[config.mk]
export PLATFORM = sky130hd
export DESIGN_NAME = tsb_fifo
export DESIGN_NICKNAME = d
export VERILOG_FILES = /design/src/hw/rtl/tsb_pkg.sv /design/src/hw/rtl/tsb_fifo.sv
export SDC_FILE = /design/constraint.sdc
export NUM_CORES = 1
export LEC_CHECK = 0
export BUFFER_PORTS_ARGS = -buffer_cell sky130_fd_sc_hd__buf_2
export CORE_MARGIN = 5
export CORE_UTILIZATION = 47
export DETAILED_ROUTE_END_ITERATION = 10
export GPL_TIMING_DRIVEN = 0
export HOLD_SLACK_MARGIN = 0.03
export PLACE_DENSITY = 0.76
export SLEW_MARGIN = 15
export SYNTH_ARGS = -nofsm -noshare
export SYNTH_HDL_FRONTEND = slang
export SYNTH_SLANG_ARGS = --single-unit
[constraint.sdc]
create_clock -name clk_i -period 2.8 [get_ports clk_i]
set_input_delay 0.56 -clock clk_i [delete_from_list [all_inputs] [get_ports clk_i]]
set_output_delay 0.56 -clock clk_i [all_outputs]
set_load 0.05 [all_outputs]
[src/hw/rtl/tsb_pkg.sv]
package tsb_pkg;

  localparam logic OP_WRITE  = 1'b0;
  localparam logic OP_SAMPLE = 1'b1;

  localparam logic [2:0] REG_PRESENT = 3'd0;
  localparam logic [2:0] REG_WIDTH   = 3'd1;
  localparam logic [2:0] REG_HEIGHT  = 3'd2;
  localparam logic [2:0] REG_BPP     = 3'd3;
  localparam logic [2:0] REG_FILTER  = 3'd4;

  localparam int DivSteps = 17;

  typedef struct packed {
    logic        operation;
    logic [7:0]  texel_x;
    logic [7:0]  texel_y;
    logic [7:0]  byte_zero;
    logic [7:0]  byte_one;
    logic [7:0]  byte_two;
    logic [23:0] coord_u;
    logic [23:0] coord_v;
  } tsb_in_t;

  typedef struct packed {
    logic [23:0] red;
    logic [23:0] green;
    logic [23:0] blue;
  } tsb_out_t;

  typedef struct packed {
    logic       present;
    logic       filter;
    logic [8:0] w;
    logic [8:0] h;
    logic [2:0] bpp;
  } tsb_cfg_t;

  typedef struct packed {
    logic        op;
    logic        black;
    logic        bilinear;
    logic [8:0]  x0;
    logic [8:0]  y0;
    logic [15:0] fx;
    logic [15:0] fy;
    logic [23:0] data;
  } tsb_entry_t;

endpackage

[src/hw/rtl/tsb_fifo.sv]
module tsb_fifo import tsb_pkg::*; (
  input  logic       clk_i,
  input  logic       rst_ni,
  input  logic       push_i,
  input  tsb_entry_t data_i,
  output logic       full_o,
  input  logic       pop_i,
  output logic       valid_o,
  output tsb_entry_t data_o
);

  tsb_entry_t mem_q [2];
  logic       wptr_q, wptr_d, rptr_q, rptr_d;
  logic [1:0] cnt_q, cnt_d;

  assign full_o  = cnt_q == 2'd2;
  assign valid_o = cnt_q != 2'd0;
  assign data_o  = mem_q[rptr_q];

  always_comb begin
    wptr_d = wptr_q ^ push_i;
    rptr_d = rptr_q ^ pop_i;
    cnt_d  = cnt_q + {1'b0, push_i} - {1'b0, pop_i};
  end

  always_ff @(posedge clk_i) begin
    if (push_i) begin
      mem_q[wptr_q] <= data_i;
    end
  end

  always_ff @(posedge clk_i or negedge rst_ni) begin
    if (!rst_ni) begin
      wptr_q <= 1'b0;
      rptr_q <= 1'b0;
      cnt_q  <= 2'd0;
    end else begin
      wptr_q <= wptr_d;
      rptr_q <= rptr_d;
      cnt_q  <= cnt_d;
    end
  end

endmodule

==> impl_metrics.ini <==
[outcome]
outcome = finished, final reports clean

[setup_path]
rr_worst_depth = 3
r2r_slack_ns = 1.14
crit_fanout = 10
slowest_stage = dfrtp_1
critPathLaunchType = flop
cp-end-kind = primary output
timing.rr.end = mem_q[0][54]
r2r_start = wptr_q
startpoint = rptr_q
critPathKind = reg -> out
max_stage_delay_ns = 0.33
required_ns = 2.24
cpMostUsedCell = buf_6
crit_chain = buf_6 > buf_6 > buf_6 > mux2_4 > buf_2
cp.arrival_ns = 1.76

[timing]
setup_slack_ns = 0.482
rsz0062_at_grt = false
setup_viol = 0
worst_pin_slew_ns = 0.587
max_slew_margin_pct = 60.9
fin_setup_tns_ns = 0
fin_crit_ns = 2.32
fin_worst_skew_ns = 0.00586
max_freq_ghz = 0.431
finalMaxSlewViolations = 0
finalCritPeriodShare_pct = 82.8
hold_viol = 0

[power]
p_leak_nw = 2.92
powerDensity_nw_per_um2 = 1220
finalPower_mw = 9.15
peakVddDrop_mv = 0.839

[global_routing]
antenna_found_initial = 1
track_usage_pct = 14.3
grt_max_degree = 40
overflow = 0
grt_pass1_vias = 3129
grt_pass1_wl_um = 15600

[routing]
wl_met3_um = 732
remaining_drc_errors = 0
highest_layer = met5
routed_via_density = 4.75
first_pass_iters = 6
met2_length_um = 5220
drtIter0Drc = 167
met1_length_um = 4020
vias = 2933
wl_um = 10300
wire_per_inst_um = 16.7
postRouteAntennaNets = 0

[clock_tree]
cts.path.max_buffers = 2
cts.reportedPaths.clkPinSlew_ns = 0.06
cts_root_buffer = clkbuf_16
cts_setup_buffers = 0
cts-buffers-inserted = 17
htree_levels = 4
post_cts_resize_count = 0
cts_tree = built
clk_latency_ns = 0.41
clock-sinks = 158

[synth]
yosysUniqueCellTypes = 12
ys_ff_latch = 158
synth.most_common_cell = edfxtp_1
synth_cells = 256
yosysSeqAreaShare_pct = 80.8
yosysWarnings = 0
synth_edf_count = 154
syn_nets = 341
synth_top_cell_area_share_pct = 79.1
synth_ff_type = edfxtp_1
synth_top_cells_by_count = edfxtp_1, mux2_2, mux2_4
yosysTopAreaCell = edfxtp_1
async_flop_share_pct = 2.53
syn-cell-area_um2 = 5850
synth.area.top_cells = edfxtp_1, mux2_2, mux2_4
syn_avg_cell_area_um2 = 22.8

[place]
routabilityCongestion = 0.664
hpwl_um = 7120
port-buffer-count = 159
placed_area_um2 = 6920
place_ws_ns = 0.863

[worst_hold_path]
hold_start = data_i[21]
worstHoldEndpoint = mem_q[1][21]
hold_depth = 1
hold_path.class = in -> reg

[cells_and_area]
antennaDiodeCount = 0
finalNetCount = 522
finish.utilization_pct = 61.8
final_cell_area_um2 = 7490
drive_above_1_share_pct = 60.8
syn_to_final_growth_pct = 28.1

[die]
dieArea_um2 = 14800
ios = 160
rows = 40
initial_utilization_pct = 48.3
core-area_um2 = 12100
die_h_um = 122
die_x_um = 122

[flow_run]
drv_cap = 0
## layer usage
layer  up-vias  global-route usage, %
met3        22                   5.29
met1      1428                   15.7
li1       1373                      -
met5         -                      0
met2       108                   23.9
met4         2                   8.33
## cell families (layout without fill, tap and decap cells)
group | after synthesis | count (layout) | share of synthesized area (%)
simple gates | 2 | 2 | 0.214
fa+ha+maj | 4 | 4 | 0.856
mux | 77 | 77 | 16.1
flops | 158 | 158 | 80.8
xor+xnor | 2 | 2 | 0.556
buf+inv | 13 | 206 | 1.45
## layout by cell type (no fill, tap or decap), drive strengths merged
cell type / netlist / final
ha: 4 / 4
xor3: 1 / 1
xor2: 1 / 1
dlygate4sd3: 0 / 1
buf: 9 / 170
clkbuf: 0 / 20
mux2: 77 / 77
nor2b: 1 / 1
bufinv: 0 / 3
edfxtp: 154 / 154
inv: 4 / 4
clkinv: 0 / 8
or2: 1 / 1
dfrtp: 4 / 4
## what timing repair did
| item | in CTS | in global routing |
|---|---|---|
| hold endpoints to repair | 4 | 0 |
| setup endpoints to repair | 0 | 0 |
| hold buffers | 1 | 0 |
## worst max-delay path by stage
stage,slack (ns),to,cells past startpoint
2_1_floorplan,0.77,mem_q[1][0],1
3_3_place_gp,0.15,mem_q[1][51],2
3_5_place_dp,0.86,mem_q[0][54],3
4_1_cts,0.42,data_o[50],5
5_1_grt,0.39,data_o[65],5
6_report,0.48,data_o[48],5
## power by group
group	switching, mW	total (mW)	internal [mW]	leakage (nW)
logic	2.60	3.72	1.12	1.16
clock network	0.812	2.19	1.38	0.275
registers	0.106	3.25	3.14	1.49
## layout make-up
type | count | area [um2]
Fill cell | 906 | 4620
Timing Repair Buffer | 162 | 846
Clock buffer | 20 | 437
Multi-Input combinational cell | 85 | 1060
Inverter | 4 | 15.0
Sequential cell | 158 | 4720
Clock inverter | 11 | 124
Tap cell | 168 | 210
Buffer | 9 | 70.1
## state kept, by name, summed over array words and instances, names as in the netlist
| name | count |
|---|---|
| cnt_q | 2 |
| mem_q | 154 |
| rptr_q | 1 |
| wptr_q | 1 |
## worst max-delay path: cells and delay by family (launching register included)
| family | cells | cell delay, ns |
|---|---|---|
| flops | 1 | 0.33 |
| mux | 1 | 0.32 |
| buf+inv | 4 | 0.70 |
## through the flow
| step | hold WS, ns | instances |
|---|---|---|
| after floorplan | 0.264 | 256 |
| after global placement | 0.367 | 583 |
| after detailed placement | 0.377 | 585 |
| after CTS | 0.313 | 617 |
| after global routing | 0.306 | 617 |
| final | 0.339 | 617 |
(Power assumes the default switching activity.)
