<file path="src/hw/rtl/tsb_pkg.sv">
package tsb_pkg;

  localparam logic OP_WRITE  = 1'b0;
  localparam logic OP_SAMPLE = 1'b1;

  localparam logic [2:0] REG_PRESENT = 3'd0;
  localparam logic [2:0] REG_WIDTH   = 3'd1;
  localparam logic [2:0] REG_HEIGHT  = 3'd2;
  localparam logic [2:0] REG_BPP     = 3'd3;
  localparam logic [2:0] REG_FILTER  = 3'd4;

  localparam int DivSteps = 17;

  typedef struct packed {
    logic        operation;
    logic [7:0]  texel_x;
    logic [7:0]  texel_y;
    logic [7:0]  byte_zero;
    logic [7:0]  byte_one;
    logic [7:0]  byte_two;
    logic [23:0] coord_u;
    logic [23:0] coord_v;
  } tsb_in_t;

  typedef struct packed {
    logic [23:0] red;
    logic [23:0] green;
    logic [23:0] blue;
  } tsb_out_t;

  typedef struct packed {
    logic       present;
    logic       filter;
    logic [8:0] w;
    logic [8:0] h;
    logic [2:0] bpp;
  } tsb_cfg_t;

  typedef struct packed {
    logic        op;
    logic        black;
    logic        bilinear;
    logic [8:0]  x0;
    logic [8:0]  y0;
    logic [15:0] fx;
    logic [15:0] fy;
    logic [23:0] data;
  } tsb_entry_t;

endpackage

</file>
<file path="src/hw/rtl/tsb_front.sv">
module tsb_front import tsb_pkg::*; (
  input  logic       clk_i,
  input  logic       rst_ni,
  input  tsb_cfg_t   cfg_i,
  input  logic       in_valid_i,
  output logic       in_stall_o,
  input  tsb_in_t    in_data_i,
  output logic       push_o,
  output tsb_entry_t entry_o,
  input  logic       full_i
);

  localparam logic [1:0] F_IDLE = 2'd0;
  localparam logic [1:0] F_MUL  = 2'd1;
  localparam logic [1:0] F_DIV  = 2'd2;
  localparam logic [1:0] F_PUSH = 2'd3;

  logic [1:0]  state_q, state_d;
  tsb_in_t     item_q;
  logic [4:0]  cnt_q;
  logic [16:0] du_q, dv_q;
  logic [8:0]  ru_q, rv_q;
  logic [15:0] fx_q, fy_q;
  logic [23:0] mu, mv;
  logic [32:0] pu, pv;
  logic [9:0]  tu, tv;
  logic        accept;

  assign in_stall_o = state_q != F_IDLE;
  assign accept     = in_valid_i && !in_stall_o;
  assign push_o     = (state_q == F_PUSH) && !full_i;

  always_comb begin
    mu = item_q.coord_u[23] ? (~item_q.coord_u + 24'd1) : item_q.coord_u;
    mv = item_q.coord_v[23] ? (~item_q.coord_v + 24'd1) : item_q.coord_v;
    pu = {9'd0, mu} * {24'd0, cfg_i.w};
    pv = {9'd0, mv} * {24'd0, cfg_i.h};
    tu = {ru_q, du_q[16]};
    tv = {rv_q, dv_q[16]};
    if (tu >= {1'b0, cfg_i.w}) begin
      tu = tu - {1'b0, cfg_i.w};
    end
    if (tv >= {1'b0, cfg_i.h}) begin
      tv = tv - {1'b0, cfg_i.h};
    end
  end

  always_comb begin
    entry_o.op       = item_q.operation;
    entry_o.black    = !cfg_i.present;
    entry_o.bilinear = cfg_i.filter;
    entry_o.fx       = fx_q;
    entry_o.fy       = fy_q;
    entry_o.data     = {item_q.byte_two, item_q.byte_one, item_q.byte_zero};
    if (item_q.operation == OP_WRITE) begin
      entry_o.x0 = {1'b0, item_q.texel_x};
      entry_o.y0 = {1'b0, item_q.texel_y};
    end else begin
      entry_o.x0 = ru_q;
      entry_o.y0 = rv_q;
    end
  end

  always_comb begin
    state_d = state_q;
    case (state_q)
      F_IDLE: begin
        if (accept) begin
          if (in_data_i.operation == OP_WRITE || !cfg_i.present) begin
            state_d = F_PUSH;
          end else begin
            state_d = F_MUL;
          end
        end
      end
      F_MUL:  state_d = F_DIV;
      F_DIV: begin
        if (cnt_q == 5'(DivSteps - 1)) begin
          state_d = F_PUSH;
        end
      end
      F_PUSH: begin
        if (!full_i) begin
          state_d = F_IDLE;
        end
      end
      default: state_d = F_IDLE;
    endcase
  end

  always_ff @(posedge clk_i) begin
    if (accept) begin
      item_q <= in_data_i;
    end
    case (state_q)
      F_MUL: begin
        du_q  <= (!cfg_i.filter && item_q.coord_u[23]) ? 17'd0 : pu[32:16];
        dv_q  <= (!cfg_i.filter && item_q.coord_v[23]) ? 17'd0 : pv[32:16];
        fx_q  <= cfg_i.filter ? pu[15:0] : 16'd0;
        fy_q  <= cfg_i.filter ? pv[15:0] : 16'd0;
        ru_q  <= 9'd0;
        rv_q  <= 9'd0;
        cnt_q <= 5'd0;
      end
      F_DIV: begin
        ru_q  <= tu[8:0];
        rv_q  <= tv[8:0];
        du_q  <= {du_q[15:0], 1'b0};
        dv_q  <= {dv_q[15:0], 1'b0};
        cnt_q <= cnt_q + 5'd1;
      end
      default: ;
    endcase
  end

  always_ff @(posedge clk_i or negedge rst_ni) begin
    if (!rst_ni) begin
      state_q <= F_IDLE;
    end else begin
      state_q <= state_d;
    end
  end

endmodule

</file>
<file path="config.mk">
export PLATFORM = sky130hd
export DESIGN_NAME = tsb_front
export DESIGN_NICKNAME = d
export VERILOG_FILES = /design/src/hw/rtl/tsb_pkg.sv /design/src/hw/rtl/tsb_front.sv
export SDC_FILE = /design/constraint.sdc
export NUM_CORES = 1
export LEC_CHECK = 0
export BUFFER_PORTS_ARGS = -buffer_cell sky130_fd_sc_hd__buf_2
export CORE_MARGIN = 8
export CORE_UTILIZATION = 40
export DETAILED_ROUTE_END_ITERATION = 6
export PLACE_DENSITY = 0.6
export SLEW_MARGIN = 20
export SYNTH_ARGS = -nofsm -noshare
export SYNTH_HDL_FRONTEND = slang
export SYNTH_SLANG_ARGS = --single-unit
</file>
<file path="constraint.sdc">
create_clock -name clk_i -period 11.2 [get_ports clk_i]
set_clock_uncertainty 0.1 [all_clocks]
set_input_delay 1.12 -clock clk_i [delete_from_list [all_inputs] [get_ports clk_i]]
set_output_delay 1.12 -clock clk_i [all_outputs]
set_load 0.05 [all_outputs]
</file>
==> results_dict.tcl <==
set metrics [dict create \
    die_y_um 250 \
    yosysWarnings 0 \
    route.detailed.drc 6 \
    hold_class "in2async" \
    rsz0062_at_grt "no" \
    cts_tree "done" \
    ant_nets 0 \
    clk_path_buf_depth 2 \
    layout_commonest_cell "inv_1" \
    clk_pin_slew_ns 0.08 \
    syn-num-nets 2856 \
    synth_cell_types 74 \
    worstMarginPinSlew_ns 1.09 \
    cts_setup_buffers 0 \
    final_cell_mix "inv_1 (369), fa_1 (312), nor2_1 (300)" \
    htree_levels 4 \
    startpoint_type "register" \
    violations "design-rule violations" \
    crit_fanout 9 \
    worstSetupEndpointType "register" \
    slew_headroom 0.275 \
    seq_area_frac_synth 0.246 \
    via_per_inst 5.24 \
    synth_enable_flop_cells 178 \
    syn_area_um2 21900 \
    crit_top_cell "fa_1" \
    rows 85 \
    max-cap-violations 0 \
    place_area_um2 23300 \
    critPathMaxStageDelay_ns 0.62 \
    crit_family "adder cells" \
    slowest_stage "xor2_1" \
    first_global_vias 17500 \
    hold_buffers 0 \
    clkLatencyLatePin_ns 0.49 \
    final_area_um2 24000 \
    finalSetupTns_ns 0 \
    die_width_um 250 \
    synth_cells 2295 \
    nFillCells 5255 \
    drive_gt1_frac 0.112 \
    dr.pass1.iters 7 \
    cp_cell_sequence "or4_4, nor4_4, or4b_1, or4_4, o21ai_1, xor2_1, nand2b_1, fa_1, inv_1, fa_1, fa_1, inv_1, fa_1, inv_1, ha_1, a21oi_1, o21bai_1, a221o_1, a22o_1, a31oi_1, mux2i_1, nand3_1" \
    wirelength_mm 53.7 \
    crit_type "reg2reg" \
    status "complete, but fails checks" \
    slew_viol_final 0 \
    io_pins 195 \
    setup_violations 0 \
    fin_crit_sh 0.691 \
    clock.fmax_mhz 129 \
    hold_viol_final 0 \
    syn2layout_area_growth_pct 9.46 \
    grt-ovfl-total 0 \
    cts-root-buf "clkbuf_16" \
    syn-mean-instance-area_um2 9.54 \
    async_reset_ff_frac 0.0111 \
    gp_congestion 0.871 \
    grt_pass1_wl_mm 89.1 \
    layout.nets 2982 \
    cts_resized 0 \
    io_buffers 191 \
    worstPathRequired_ns 11.33 \
    drt_iter0_drc 996 \
    initial_utilization 0.405 \
    vias 16400 \
    grt_use_total 0.176 \
    cts_made_buffers 17 \
    crit_buf_inv 3 \
    synth_flop_cell "edfxtp_1" \
    antenna_found_initial 2 \
    final_core_util 0.444 \
    period_needed_ns 7.74 \
    arrival_ns 7.87 \
    dp_hpwl_mm 43.1 \
    routedWlPerCell_um 17.2 \
    ys_ff_latch 180 \
    grt_max_degree 57 \
    core_um2 54000 \
    clkSinkCount 180 \
    dieArea_um2 62500 \
]
## final timing paths
| path | depth (start not counted) | end | slack, ns | startpoint |
|---|---|---|---|---|
| hold / removal | 1 | state_q[0] | 0.31 | rst_ni |
| setup reg to reg | 22 | dv_q[15] | 3.46 | item_q[7] |
| min in group clk_i | 2 | dv_q[4] | 0.43 | dv_q[3] |
| setup / recovery | 22 | dv_q[15] | 3.46 | item_q[7] |
| max in group asynchronous | 1 | state_q[1] | 10.59 | rst_ni |
| hold reg to reg | 2 | dv_q[4] | 0.43 | dv_q[3] |
## logic make-up after synthesis
kind of cell    after synthesis  share of synthesized area
xor+xnor                    108                     0.0451
simple gates                769                      0.159
fa+ha+maj                   445                      0.361
mux                          20                     0.0101
buf+inv                     467                     0.0845
flops                       180                      0.246
compound gates              306                     0.0936
## through the flow
step	setup slack [ns]	hold slack (ns)	std cells
6_report	3.46	0.309	3131
5_1_grt	3.08	0.277	3130
4_1_cts	3.46	0.271	3130
3_5_place_dp	3.50	0.412	3098
3_3_place_gp	3.49	0.413	3098
2_1_floorplan	4.24	0.398	2295
## registers in the layout (all words and copies together) (netlist names)
name	count
cnt_q	5
du_q	17
dv_q	17
entry_o	25
fx_q	16
fy_q	16
item_q	64
ru_q	9
rv_q	9
state_q	2
## synth_stat cells, drive strengths merged (4+ instances only)
| cell | n | share of area |
|---|---|---|
| nand2b | 24 | 0.0069 |
| o31ai | 14 | 0.0054 |
| nand2 | 246 | 0.042 |
| a21o | 28 | 0.0096 |
| a211o | 6 | 0.0024 |
| nor2b | 15 | 0.0043 |
| mux2i | 4 | 0.0018 |
| xnor2 | 54 | 0.023 |
| a32o | 7 | 0.0032 |
| nand3 | 25 | 0.0057 |
| fa | 312 | 0.29 |
| nand4 | 14 | 0.0040 |
| buf | 28 | 0.0093 |
| edfxtp | 178 | 0.24 |
| and2 | 60 | 0.017 |
| or3 | 15 | 0.0045 |
| o41ai | 7 | 0.0037 |
| o211ai | 9 | 0.0031 |
| o21a | 18 | 0.0062 |
| a21boi | 12 | 0.0041 |
| o221ai | 4 | 0.0016 |
| a21oi | 74 | 0.017 |
| o31a | 8 | 0.0032 |
| or4 | 9 | 0.0034 |
| xor2 | 54 | 0.022 |
| and3 | 13 | 0.0037 |
| o21bai | 6 | 0.0021 |
| nor3b | 7 | 0.0024 |
| a31oi | 9 | 0.0026 |
| nor2 | 300 | 0.051 |
| or2 | 5 | 0.0014 |
| o22ai | 4 | 0.0011 |
| a211oi | 12 | 0.0041 |
| nor3 | 18 | 0.0041 |
| ha | 133 | 0.076 |
| clkbuf | 63 | 0.011 |
| mux2 | 16 | 0.0082 |
| clkinv | 7 | 0.0012 |
| inv | 369 | 0.063 |
| o21ai | 67 | 0.015 |
## metal layers
metal / global-route usage / wire length [µm] / vias to the layer above
li1: - / - / 7643
met3: 0.0319 / 3170 / 68
met4: 0.0589 / 1070 / 0
met2: 0.294 / 26000 / 444
met1: 0.227 / 23500 / 8253
met5: 0 / 0 / -
## layout make-up
type                            count  area, µm²  area share
Tap cell                          696        871      0.0363
Multi-Input combinational cell   1648      14700       0.612
Clock inverter                     14        184     0.00767
Sequential cell                   180       5400       0.225
Antenna cell                        1       2.50    0.000104
Clock buffer                       18        439      0.0183
Inverter                          376       1410      0.0589
Timing Repair Buffer              198       1010      0.0421
## worst reg2reg max path, delay by kind of cell, from the launching register on
kind	cells	cell delay [ns]
compound gates	6	1.50
xor+xnor	1	0.62
buf+inv	3	0.20
mux	1	0.23
simple gates	6	2.12
flops	1	0.49
fa+ha+maj	5	2.23
Power is left out: the tool's default activity adds up to more than one toggle a clock period on the data nets, which glitch-free logic cannot reach.
